<file path="src/rtl/mmfa_pkg.sv">
package mmfa_pkg;

    localparam int DATA_W        = 24;
    localparam int IDX_W         = 4;
    localparam int PDATA_W       = 32;
    localparam int PADDR_W       = 3;
    localparam int MAX_USERS_DEF = 16;

    localparam logic [DATA_W-1:0] CPU_CAP_RST = 24'd2304;
    localparam logic [DATA_W-1:0] MEM_CAP_RST = 24'd4608;

    // Register select, taken from paddr[2]
    localparam logic REG_CPU_CAP = 1'b0;
    localparam logic REG_MEM_CAP = 1'b1;

    typedef struct packed {
        logic [DATA_W-1:0] cpu_demand;
        logic [DATA_W-1:0] mem_demand;
        logic              last_user;
    } demand_t;

    typedef struct packed {
        logic [IDX_W-1:0]  user_index;
        logic [DATA_W-1:0] cpu_grant;
        logic [DATA_W-1:0] mem_grant;
        logic              last_grant;
    } grant_t;

    typedef struct packed {
        logic count;      // stored user has a nonzero demand
        logic init;       // load capacity, arm the fill
        logic div_start;  // begin the share division of a round
        logic upd;        // need read back from memory is valid
        logic clear;      // drop the unsatisfied count after the fill
    } lane_ctrl_t;

    typedef struct packed {
        logic run;        // resource still filling
        logic div_done;   // share ready
    } lane_stat_t;

endpackage

</file>
<file path="src/rtl/mmfa_ram.sv">
module mmfa_ram #(
    parameter int WIDTH = 48,
    parameter int DEPTH = 16
) (
    input  logic                     clk,
    input  logic                     we,
    input  logic [$clog2(DEPTH)-1:0] waddr,
    input  logic [WIDTH-1:0]         wdata,
    input  logic [$clog2(DEPTH)-1:0] raddr,
    output logic [WIDTH-1:0]         rdata
);

    logic [WIDTH-1:0] mem [DEPTH];

    always_ff @(posedge clk)
    begin
        if (we)
        begin
            mem[waddr] <= wdata;
        end
        rdata <= mem[raddr];
    end

endmodule

</file>
<file path="src/rtl/mmfa_div.sv">
module mmfa_div #(
    parameter int NW = 24,
    parameter int DW = 5
) (
    input  logic          clk,
    input  logic          rst_n,
    input  logic          start,
    input  logic [NW-1:0] dividend,
    input  logic [DW-1:0] divisor,
    output logic [NW-1:0] quotient,
    output logic          done
);

    localparam int CNTW = $clog2(NW + 1);

    logic [CNTW-1:0] cnt_reg, cnt_next;
    logic            busy_reg, busy_next;
    logic            done_reg, done_next;
    logic [DW-1:0]   rem_reg, rem_next;
    logic [NW-1:0]   quo_reg, quo_next;
    logic [DW-1:0]   dvs_reg, dvs_next;
    logic [DW:0]     trial;
    logic [DW:0]     diff;
    logic            fits;

    // One quotient bit a cycle, restoring
    assign trial = {rem_reg, quo_reg[NW-1]};
    assign diff  = trial - {1'b0, dvs_reg};
    assign fits  = trial >= {1'b0, dvs_reg};

    always_comb
    begin
        cnt_next  = cnt_reg;
        busy_next = busy_reg;
        done_next = 1'b0;
        rem_next  = rem_reg;
        quo_next  = quo_reg;
        dvs_next  = dvs_reg;
        if (start)
        begin
            cnt_next  = CNTW'(NW);
            busy_next = 1'b1;
            rem_next  = '0;
            quo_next  = dividend;
            dvs_next  = divisor;
        end
        else if (busy_reg)
        begin
            rem_next = fits ? diff[DW-1:0] : trial[DW-1:0];
            quo_next = {quo_reg[NW-2:0], fits};
            cnt_next = cnt_reg - CNTW'(1);
            if (cnt_reg == CNTW'(1))
            begin
                busy_next = 1'b0;
                done_next = 1'b1;
            end
        end
    end

    always_ff @(posedge clk or negedge rst_n)
    begin
        if (!rst_n)
        begin
            cnt_reg  <= '0;
            busy_reg <= 1'b0;
            done_reg <= 1'b0;
        end
        else
        begin
            cnt_reg  <= cnt_next;
            busy_reg <= busy_next;
            done_reg <= done_next;
        end
    end

    always_ff @(posedge clk)
    begin
        rem_reg <= rem_next;
        quo_reg <= quo_next;
        dvs_reg <= dvs_next;
    end

    assign quotient = quo_reg;
    assign done     = done_reg;

endmodule

</file>
<file path="src/rtl/mmfa_lane.sv">
module mmfa_lane #(
    parameter int MAX_USERS = 16
) (
    input  logic                           clk,
    input  logic                           rst_n,
    input  mmfa_pkg::lane_ctrl_t           ctrl,
    input  logic [mmfa_pkg::DATA_W-1:0]    capacity,
    input  logic [mmfa_pkg::DATA_W-1:0]    need_in,
    output logic [mmfa_pkg::DATA_W-1:0]    need_out,
    output mmfa_pkg::lane_stat_t           stat
);

    import mmfa_pkg::*;

    localparam int CW = $clog2(MAX_USERS + 1);

    logic [DATA_W-1:0] left_reg, left_next;
    logic [CW-1:0]     active_reg, active_next;
    logic              done_reg, done_next;
    logic [DATA_W-1:0] share_reg, share_next;
    logic [DATA_W-1:0] quotient;
    logic              div_done;
    logic              live;
    logic              take_all;

    mmfa_div #(
        .NW (DATA_W),
        .DW (CW)
    ) u_div (
        .clk      (clk),
        .rst_n    (rst_n),
        .start    (ctrl.div_start),
        .dividend (left_reg),
        .divisor  (active_reg),
        .quotient (quotient),
        .done     (div_done)
    );

    assign live     = !done_reg && (need_in != '0);
    assign take_all = need_in <= share_reg;

    // Satisfied users drop out; the rest take the share of the round
    always_comb
    begin
        if (!live)
        begin
            need_out = need_in;
        end
        else if (take_all)
        begin
            need_out = '0;
        end
        else
        begin
            need_out = need_in - share_reg;
        end
    end

    always_comb
    begin
        left_next   = left_reg;
        active_next = active_reg;
        done_next   = done_reg;
        share_next  = share_reg;
        if (ctrl.clear)
        begin
            active_next = '0;
        end
        else if (ctrl.count)
        begin
            active_next = active_reg + CW'(1);
        end
        if (ctrl.init)
        begin
            left_next = capacity;
            done_next = 1'b0;
        end
        if (ctrl.div_start && (left_reg == '0 || active_reg == '0))
        begin
            done_next = 1'b1;
        end
        if (div_done)
        begin
            share_next = quotient;
            if (quotient == '0)
            begin
                done_next = 1'b1;
            end
        end
        if (ctrl.upd && live)
        begin
            if (take_all)
            begin
                left_next   = left_reg - need_in;
                active_next = active_reg - CW'(1);
            end
            else
            begin
                left_next = left_reg - share_reg;
            end
        end
    end

    always_ff @(posedge clk or negedge rst_n)
    begin
        if (!rst_n)
        begin
            left_reg   <= '0;
            active_reg <= '0;
            done_reg   <= 1'b1;
        end
        else
        begin
            left_reg   <= left_next;
            active_reg <= active_next;
            done_reg   <= done_next;
        end
    end

    always_ff @(posedge clk)
    begin
        share_reg <= share_next;
    end

    assign stat.run      = !done_reg;
    assign stat.div_done = div_done;

endmodule

</file>
<file path="src/rtl/max_min_fair_allocator_core.sv">
// Max-min fair allocator for CPU and memory.
// Demand channel: one user per transaction (demand_valid / demand_stall), a CPU and a
// memory demand in unsigned 16.8; last_user closes the set. Users load one per cycle
// while demand_stall is low, up to MAX_USERS; extra users are dropped but their
// last_user still starts the fill. Grant channel: one transaction per stored user in
// load order (grant_valid / grant_stall), carrying the index and both grants;
// last_grant marks the final one. After the last user, demand_stall stays high until
// the final grant has been issued. Each fill round runs a start state, the bit-serial
// share divider, a decide state, one pass over the need memory with a read-modify-write
// per cycle, then a drain state. A set sweeps at most n + 1 rounds for n users, then
// closes with one division and decide. Grants leave through the output read and write
// states, as the memories are read through a register; while grant_stall is high the
// held transaction stays put and the grant output waits.
// Capacity registers sit on the APB port at 0x0 (CPU) and 0x4 (memory); writes take
// effect at the next fill. Reset empties the set, restores the default capacities
// (9.0 CPU, 18.0 memory) and leaves the demand memories undefined.
module max_min_fair_allocator_core #(
    parameter int MAX_USERS = mmfa_pkg::MAX_USERS_DEF
) (
    input  logic                          clk,
    input  logic                          rst_n,
    input  logic                          psel,
    input  logic                          penable,
    input  logic                          pwrite,
    input  logic [mmfa_pkg::PADDR_W-1:0]  paddr,
    input  logic [mmfa_pkg::PDATA_W-1:0]  pwdata,
    output logic [mmfa_pkg::PDATA_W-1:0]  prdata,
    output logic                          pready,
    input  logic                          demand_valid,
    output logic                          demand_stall,
    input  mmfa_pkg::demand_t             demand,
    output logic                          grant_valid,
    input  logic                          grant_stall,
    output mmfa_pkg::grant_t              grant
);

    import mmfa_pkg::*;

    localparam int IW = $clog2(MAX_USERS);
    localparam int CW = $clog2(MAX_USERS + 1);
    localparam int RW = $clog2(MAX_USERS + 3);
    localparam int MW = 2 * DATA_W;
    localparam logic [RW-1:0] ROUND_CAP = RW'(MAX_USERS + 2);

    typedef enum logic [2:0] {
        ST_LOAD,
        ST_DIV_GO,
        ST_DIV_WAIT,
        ST_DECIDE,
        ST_SWEEP,
        ST_DRAIN,
        ST_OUT_RD,
        ST_OUT_WR
    } state_t;

    state_t            state_reg, state_next;
    logic [CW-1:0]     cnt_reg, cnt_next;
    logic [CW-1:0]     n_reg, n_next;
    logic [IW-1:0]     idx_reg, idx_next;
    logic [RW-1:0]     round_reg, round_next;
    logic              wr_pend_reg, wr_pend_next;
    logic [IW-1:0]     wr_addr_reg, wr_addr_next;
    logic              out_valid_reg, out_valid_next;
    grant_t            out_reg, out_next;
    logic [DATA_W-1:0] cpu_cap_reg, cpu_cap_next;
    logic [DATA_W-1:0] mem_cap_reg, mem_cap_next;

    logic              accept;
    logic              store;
    logic              cfg_wr;
    logic              idx_is_last;
    logic [IW+IDX_W-1:0] idx_ext;
    logic [MW-1:0]     dem_rd;
    logic [MW-1:0]     need_rd;
    logic [MW-1:0]     need_wr;
    logic [DATA_W-1:0] cpu_need_in;
    logic [DATA_W-1:0] mem_need_in;
    lane_ctrl_t        cpu_ctrl;
    lane_ctrl_t        mem_ctrl;
    lane_stat_t        cpu_stat;
    lane_stat_t        mem_stat;
    logic              ctl_init;
    logic              ctl_div_start;
    logic              ctl_clear;

    // Configuration port
    assign pready = 1'b1;
    assign cfg_wr = psel && penable && pwrite;

    always_comb
    begin
        cpu_cap_next = cpu_cap_reg;
        mem_cap_next = mem_cap_reg;
        if (cfg_wr)
        begin
            unique case (paddr[2])
                REG_CPU_CAP: cpu_cap_next = pwdata[DATA_W-1:0];
                REG_MEM_CAP: mem_cap_next = pwdata[DATA_W-1:0];
            endcase
        end
    end

    always_comb
    begin
        unique case (paddr[2])
            REG_CPU_CAP: prdata = {{(PDATA_W-DATA_W){1'b0}}, cpu_cap_reg};
            REG_MEM_CAP: prdata = {{(PDATA_W-DATA_W){1'b0}}, mem_cap_reg};
        endcase
    end

    // Memories
    mmfa_ram #(
        .WIDTH (MW),
        .DEPTH (MAX_USERS)
    ) u_dem_ram (
        .clk   (clk),
        .we    (store),
        .waddr (cnt_reg[IW-1:0]),
        .wdata ({demand.cpu_demand, demand.mem_demand}),
        .raddr (idx_reg),
        .rdata (dem_rd)
    );

    mmfa_ram #(
        .WIDTH (MW),
        .DEPTH (MAX_USERS)
    ) u_need_ram (
        .clk   (clk),
        .we    (wr_pend_reg),
        .waddr (wr_addr_reg),
        .wdata (need_wr),
        .raddr (idx_reg),
        .rdata (need_rd)
    );

    // The first round starts from the loaded demands
    assign cpu_need_in = (round_reg == '0) ? dem_rd[MW-1:DATA_W] : need_rd[MW-1:DATA_W];
    assign mem_need_in = (round_reg == '0) ? dem_rd[DATA_W-1:0]  : need_rd[DATA_W-1:0];

    assign cpu_ctrl = '{count:     store && (demand.cpu_demand != '0),
                        init:      ctl_init,
                        div_start: ctl_div_start,
                        upd:       wr_pend_reg,
                        clear:     ctl_clear};
    assign mem_ctrl = '{count:     store && (demand.mem_demand != '0),
                        init:      ctl_init,
                        div_start: ctl_div_start,
                        upd:       wr_pend_reg,
                        clear:     ctl_clear};

    mmfa_lane #(
        .MAX_USERS (MAX_USERS)
    ) u_cpu_lane (
        .clk      (clk),
        .rst_n    (rst_n),
        .ctrl     (cpu_ctrl),
        .capacity (cpu_cap_reg),
        .need_in  (cpu_need_in),
        .need_out (need_wr[MW-1:DATA_W]),
        .stat     (cpu_stat)
    );

    mmfa_lane #(
        .MAX_USERS (MAX_USERS)
    ) u_mem_lane (
        .clk      (clk),
        .rst_n    (rst_n),
        .ctrl     (mem_ctrl),
        .capacity (mem_cap_reg),
        .need_in  (mem_need_in),
        .need_out (need_wr[DATA_W-1:0]),
        .stat     (mem_stat)
    );

    assign demand_stall = (state_reg != ST_LOAD);
    assign accept       = demand_valid && (state_reg == ST_LOAD);
    assign store        = accept && (cnt_reg < CW'(MAX_USERS));
    assign idx_is_last  = (CW'(idx_reg) + CW'(1)) == n_reg;
    assign idx_ext      = {{IDX_W{1'b0}}, idx_reg};

    always_comb
    begin
        state_next     = state_reg;
        cnt_next       = cnt_reg;
        n_next         = n_reg;
        idx_next       = idx_reg;
        round_next     = round_reg;
        wr_pend_next   = 1'b0;
        wr_addr_next   = wr_addr_reg;
        out_valid_next = out_valid_reg && grant_stall;
        out_next       = out_reg;
        ctl_init       = 1'b0;
        ctl_div_start  = 1'b0;
        ctl_clear      = 1'b0;
        unique case (state_reg)
            ST_LOAD:
            begin
                if (store)
                begin
                    cnt_next = cnt_reg + CW'(1);
                end
                if (accept && demand.last_user)
                begin
                    n_next     = store ? cnt_reg + CW'(1) : cnt_reg;
                    ctl_init   = 1'b1;
                    round_next = '0;
                    state_next = ST_DIV_GO;
                end
            end
            ST_DIV_GO:
            begin
                ctl_div_start = 1'b1;
                state_next    = ST_DIV_WAIT;
            end
            ST_DIV_WAIT:
            begin
                if (cpu_stat.div_done)
                begin
                    state_next = ST_DECIDE;
                end
            end
            ST_DECIDE:
            begin
                idx_next = '0;
                // The opening round always sweeps to seed the need memory
                if (round_reg == ROUND_CAP ||
                    (round_reg != '0 && !cpu_stat.run && !mem_stat.run))
                begin
                    ctl_clear  = 1'b1;
                    state_next = ST_OUT_RD;
                end
                else
                begin
                    state_next = ST_SWEEP;
                end
            end
            ST_SWEEP:
            begin
                wr_pend_next = 1'b1;
                wr_addr_next = idx_reg;
                if (idx_is_last)
                begin
                    idx_next   = '0;
                    state_next = ST_DRAIN;
                end
                else
                begin
                    idx_next = idx_reg + IW'(1);
                end
            end
            ST_DRAIN:
            begin
                round_next = round_reg + RW'(1);
                state_next = ST_DIV_GO;
            end
            ST_OUT_RD:
            begin
                if (!out_valid_reg || !grant_stall)
                begin
                    state_next = ST_OUT_WR;
                end
            end
            ST_OUT_WR:
            begin
                out_valid_next      = 1'b1;
                out_next.user_index = idx_ext[IDX_W-1:0];
                out_next.cpu_grant  = dem_rd[MW-1:DATA_W] - need_rd[MW-1:DATA_W];
                out_next.mem_grant  = dem_rd[DATA_W-1:0] - need_rd[DATA_W-1:0];
                out_next.last_grant = idx_is_last;
                if (idx_is_last)
                begin
                    idx_next   = '0;
                    cnt_next   = '0;
                    state_next = ST_LOAD;
                end
                else
                begin
                    idx_next   = idx_reg + IW'(1);
                    state_next = ST_OUT_RD;
                end
            end
        endcase
    end

    always_ff @(posedge clk or negedge rst_n)
    begin
        if (!rst_n)
        begin
            state_reg     <= ST_LOAD;
            cnt_reg       <= '0;
            n_reg         <= '0;
            idx_reg       <= '0;
            round_reg     <= '0;
            wr_pend_reg   <= 1'b0;
            wr_addr_reg   <= '0;
            out_valid_reg <= 1'b0;
            cpu_cap_reg   <= CPU_CAP_RST;
            mem_cap_reg   <= MEM_CAP_RST;
        end
        else
        begin
            state_reg     <= state_next;
            cnt_reg       <= cnt_next;
            n_reg         <= n_next;
            idx_reg       <= idx_next;
            round_reg     <= round_next;
            wr_pend_reg   <= wr_pend_next;
            wr_addr_reg   <= wr_addr_next;
            out_valid_reg <= out_valid_next;
            cpu_cap_reg   <= cpu_cap_next;
            mem_cap_reg   <= mem_cap_next;
        end
    end

    always_ff @(posedge clk)
    begin
        out_reg <= out_next;
    end

    assign grant_valid = out_valid_reg;
    assign grant       = out_reg;

endmodule

</file>
<file path="config.mk">
export PLATFORM = sky130hd
export DESIGN_NAME = max_min_fair_allocator_core
export DESIGN_NICKNAME = d
export VERILOG_FILES = /design/src/rtl/mmfa_pkg.sv /design/src/rtl/mmfa_ram.sv /design/src/rtl/mmfa_div.sv /design/src/rtl/mmfa_lane.sv /design/src/rtl/max_min_fair_allocator_core.sv
export SDC_FILE = /design/constraint.sdc
export NUM_CORES = 2
export LEC_CHECK = 0
export BUFFER_PORTS_ARGS = -buffer_cell sky130_fd_sc_hd__buf_4
export CAP_MARGIN = 20
export CORE_MARGIN = 10
export CORE_UTILIZATION = 25
export DETAILED_ROUTE_END_ITERATION = 10
export PLACE_DENSITY = 0.45
export SLEW_MARGIN = 20
export SYNTH_ARGS = -nofsm -noshare
export SYNTH_HDL_FRONTEND = slang
export SYNTH_SLANG_ARGS = --single-unit
</file>
<file path="constraint.sdc">
create_clock -name clk -period 7.51 [get_ports clk]
set_input_delay 1.502 -clock clk [delete_from_list [all_inputs] [get_ports clk]]
set_output_delay 1.502 -clock clk [all_outputs]
set_load 0.03 [all_outputs]
</file>
==> summary.txt <==
Route
  • Routed Antenna Nets: 0
  • Post-route DRC: 0
  • Per-cell routed wire length: 25.53 um
  • First DRT Iteration DRCs: 4229
  • DR pass1 iterations: 7
  • Via density: 4.666
  • Routed via count: 45140
  • Routed wire length: 247000 um

Synth
  • Distinct cells, synth: 84
  • Top_reg_cell synth: edfxtp_1
  • Seq/Total Area, Yosys: 69.18%
  • Mux share of post-synthesis cell area: 14.62%
  • Largest family of logic cells by synthesized area: multiplexers
  • Syn_area_per_cell: 17.09 um^2
  • Warnings from Yosys: 0
  • Post-Synth Simple-Gate Area: 5.299%
  • Synth Area in Adders: 2.756%
  • Syn Inst Count: 4804
  • Complex-gate fraction of the synthesized area: 4.677%
  • Post-Syn Area: 82080 um^2
  • Synth Area in XOR/XNOR: 1.590%
  • Post-synth EDFFs: 1695
  • Async S/R FF share, synth: 7.688%
  • Seq cells post-synth: 1951

Floorplan
  • Die Height: 593 um
  • Die W: 593 um
  • IO Pins: 179
  • Row cnt: 210
  • Die Area: 351600 um^2
  • Initial Utilization: 25.09%
  • Core ar.: 327100 um^2

Timing
  • Clk_skew: 106.4 ps
  • Crit path time final: 6902 ps
  • Worst slew pin tran: 1109 ps
  • Finish-stage setup viols: 0
  • Setup TNS: 0 ps
  • Final Hold Fails: 0
  • Max-slew headroom: 25.46%
  • Peak Freq: 144.9 MHz
  • RSZ-0062 raised after global routing: false
  • Final period util: 91.91%
  • Slew Viols, Final: 0

Clocking
  • Total CTS buffers: 222
  • Clk slew on worst S/H paths: 70 ps
  • CTS max path bufs: 4
  • # resized after CTS: 0
  • H-tree Lvls: 4
  • Post-CTS Hold Buffers: 0
  • Worst skew pair latency: 900 ps
  • TritonCTS clock tree: built
  • Setup repair bufs after CTS: 0
  • CTS Root Cell: clkbuf_16
  • Clk sinks: 1951

Global route
  • Total GRT Usage: 13.63%
  • Total gr overflow: 0
  • Vias in the first global route: 46040
  • Initial antenna violation count: 27
  • First-pass GRT wire length: 349700 um
  • Pin count of the biggest net entering global routing: 114

Worst setup path
  • Critical path buffer and inverter count: 2
  • Most used cell, CP: ha_1
  • CP Capture Type: flop
  • WS Path Type: reg2reg
  • Reg2Reg Depth: 24
  • Crit-path max cell delay: 530 ps
  • Crit path required time: 8180 ps
  • Slowest cell on crit path: ha_1
  • Worst Path Max Fanout: 65
  • Cell Chain, Critical Path: inv_1, ha_1, nor4b_4, buf_12, o21ai_0, ha_1, nand3_1, nor3_1, nand3_1, and3_1, a31oi_1, and2_1, a21oi_1, ha_1, fa_1, nor2b_1, o31a_1, o211ai_1, a2111oi_1, o31a_1, nor2_1, o311ai_0, xnor2_1, mux2i_1
  • Top delay family on crit path: compound AO/OA/AOI/OAI gates
  • Levels on crit path: 24
  • Type of origin of the critical path: flop
  • Worst path arrival time: 7570 ps

Power
  • Power Density: 464.7 nW/um^2
  • Leak pwr: 32.63 nW
  • Max VDD drop: 0.0002911 V
  • Total design power: 44.81 mW

Place
  • PortBufs: 159
  • Placed wire-length estimate: 152400 um
  • Placer Congestion: 0.8307

Hold path
  • Hold Crit Depth: 0
  • Hold/Removal Path Class: reg2reg

Cells and area
  • Share of cells above drive strength 1: 23.88%
  • Register area: 56800 um^2
  • Final Util: 29.48%
  • Multi-input gate area: 24010 um^2
  • NumNets Final: 5386
  • Synthesis-to-layout area growth: 17.47%
  • Filler Cells Inserted: 32410

Run
  • Max-cap viol count: 0

Outcome
  • Status: finished clean
[routing by layer]
layer	track usage (%)	up-vias	share of wire [%]	wire [um]
met3	2.280	311	5.6	13940
li1	-	19630	-	-
met2	21.90	1227	47	115200
met1	19.36	23960	46	112800
met5	0	-	0.047	117
met4	3.026	20	2.0	4979
[final timing paths]
path                                                       end  slack, ps                                   start
min in group asynchronous  u_mem_lane.left_reg[17]$_DFFE_PN0P_        590                                   rst_n
max in group asynchronous   u_cpu_lane.left_reg[8]$_DFFE_PN0P_       5650                                   rst_n
max                        u_cpu_lane.left_reg[22]$_DFFE_PN0P_        610                round_reg[0]$_DFFE_PN0P_
max reg2reg                u_cpu_lane.left_reg[22]$_DFFE_PN0P_        610                round_reg[0]$_DFFE_PN0P_
min                          u_mem_lane.share_reg[8]$_DFFE_PP_        470  u_mem_lane.u_div.quotient[8]$_DFFE_PP_
min reg2reg                  u_mem_lane.share_reg[8]$_DFFE_PP_        470  u_mem_lane.u_div.quotient[8]$_DFFE_PP_
[synth_stat cells, types with 5 or more instances]
| master | instances | area, um^2 |
|---|---|---|
| and3_1 | 28 | 175.2 |
| clkbuf_1 | 132 | 495.5 |
| and2_1 | 23 | 143.9 |
| nand2b_1 | 39 | 244.0 |
| mux2i_1 | 24 | 240.2 |
| a31oi_1 | 50 | 312.8 |
| a21oi_1 | 170 | 850.8 |
| buf_4 | 16 | 120.1 |
| o22ai_1 | 15 | 93.84 |
| nand3_1 | 34 | 170.2 |
| mux4_2 | 480 | 10810 |
| o41ai_1 | 6 | 52.55 |
| o211ai_1 | 11 | 82.58 |
| edfxtp_1 | 1695 | 50900 |
| buf_1 | 51 | 191.4 |
| ha_1 | 168 | 2102 |
| o21a_1 | 20 | 150.1 |
| or2_2 | 12 | 75.07 |
| dfstp_2 | 6 | 157.7 |
| dfrtp_1 | 144 | 3603 |
| and4_1 | 10 | 87.58 |
| o21ai_0 | 170 | 850.8 |
| nor3_1 | 44 | 220.2 |
| nand4_1 | 27 | 168.9 |
| nor4_1 | 58 | 362.9 |
| or3_1 | 16 | 100.1 |
| xor2_1 | 58 | 508.0 |
| a211oi_1 | 23 | 172.7 |
| dfxtp_1 | 106 | 2122 |
| nor2_1 | 156 | 585.6 |
| a21o_1 | 63 | 473.0 |
| a22o_1 | 5 | 43.79 |
| buf_2 | 11 | 55.05 |
| nor3b_1 | 5 | 37.54 |
| o31ai_1 | 20 | 150.1 |
| nor2b_1 | 28 | 175.2 |
| xnor2_1 | 91 | 797.0 |
| inv_1 | 172 | 645.6 |
| nand2_1 | 431 | 1618 |
| o21bai_1 | 9 | 67.56 |
| fa_1 | 8 | 160.2 |
| a311oi_1 | 6 | 52.55 |
| mux2_2 | 82 | 923.4 |
| a211o_1 | 5 | 43.79 |
[area by class of cell]
type                            instances  area share, %
Clock buffer                          287          6.205
Antenna cell                           19        0.04931
Timing Repair Buffer                  296          2.399
Inverter                              173         0.6735
Sequential cell                      1951          58.90
Clock inverter                        127          1.233
Tap cell                             4346          5.639
Multi-Input combinational cell       2475          24.90
[through the flow]
step | hold WS, ps | instances | instance area [um^2] | worst slack [ps]
3_3_place_gp | 486.5 | 9241 | 89170 | 473.6
2_1_floorplan | 423.1 | 4811 | 82110 | 1133
3_5_place_dp | 475.8 | 9241 | 89170 | 570.7
6_report | 468.3 | 9674 | 96420 | 607.9
4_1_cts | 475.6 | 9655 | 96340 | 458.6
5_1_grt | 493.6 | 9669 | 96410 | 22.06
[placed cells by master (no fill, tap or decap), types with 44 or more instances in the layout]
master     instances
xor2_1            58
o21ai_0          166
ha_1             168
dfrtp_1          140
a31oi_1           50
buf_4            288
nor4_1            56
mux4_2           480
mux2_2            82
nor2_1           147
edfxtp_1        1695
clkbuf_16        225
nand2_1          431
clkbuf_1          50
a21o_1            63
xnor2_1           91
inv_1            172
clkinv_2          44
dfxtp_1          106
a21oi_1          169
[where the power goes]
part	total [mW]	internal, mW	leakage (nW)	switching, mW
Sequential	16.1	14.6	18.0	1.48
Combinational	18.0	7.20	11.1	10.8
Clock	10.7	6.18	3.50	4.54
Total	44.8	27.9	32.6	16.9
[cell families (layout without fill, tap and decap cells)]
logic type               Yosys count  in the layout
XOR/XNOR                         149            149
other                              2             28
AO/OA/AOI/OAI                    622            622
multiplexers                     588            588
AND/OR/NAND/NOR                  931            931
adder cells (fa/ha/maj)          176            176
flip-flops                      1951           1951
buffers and inverters            385            883
No activity file was read; power rests on OpenSTA's default activity.
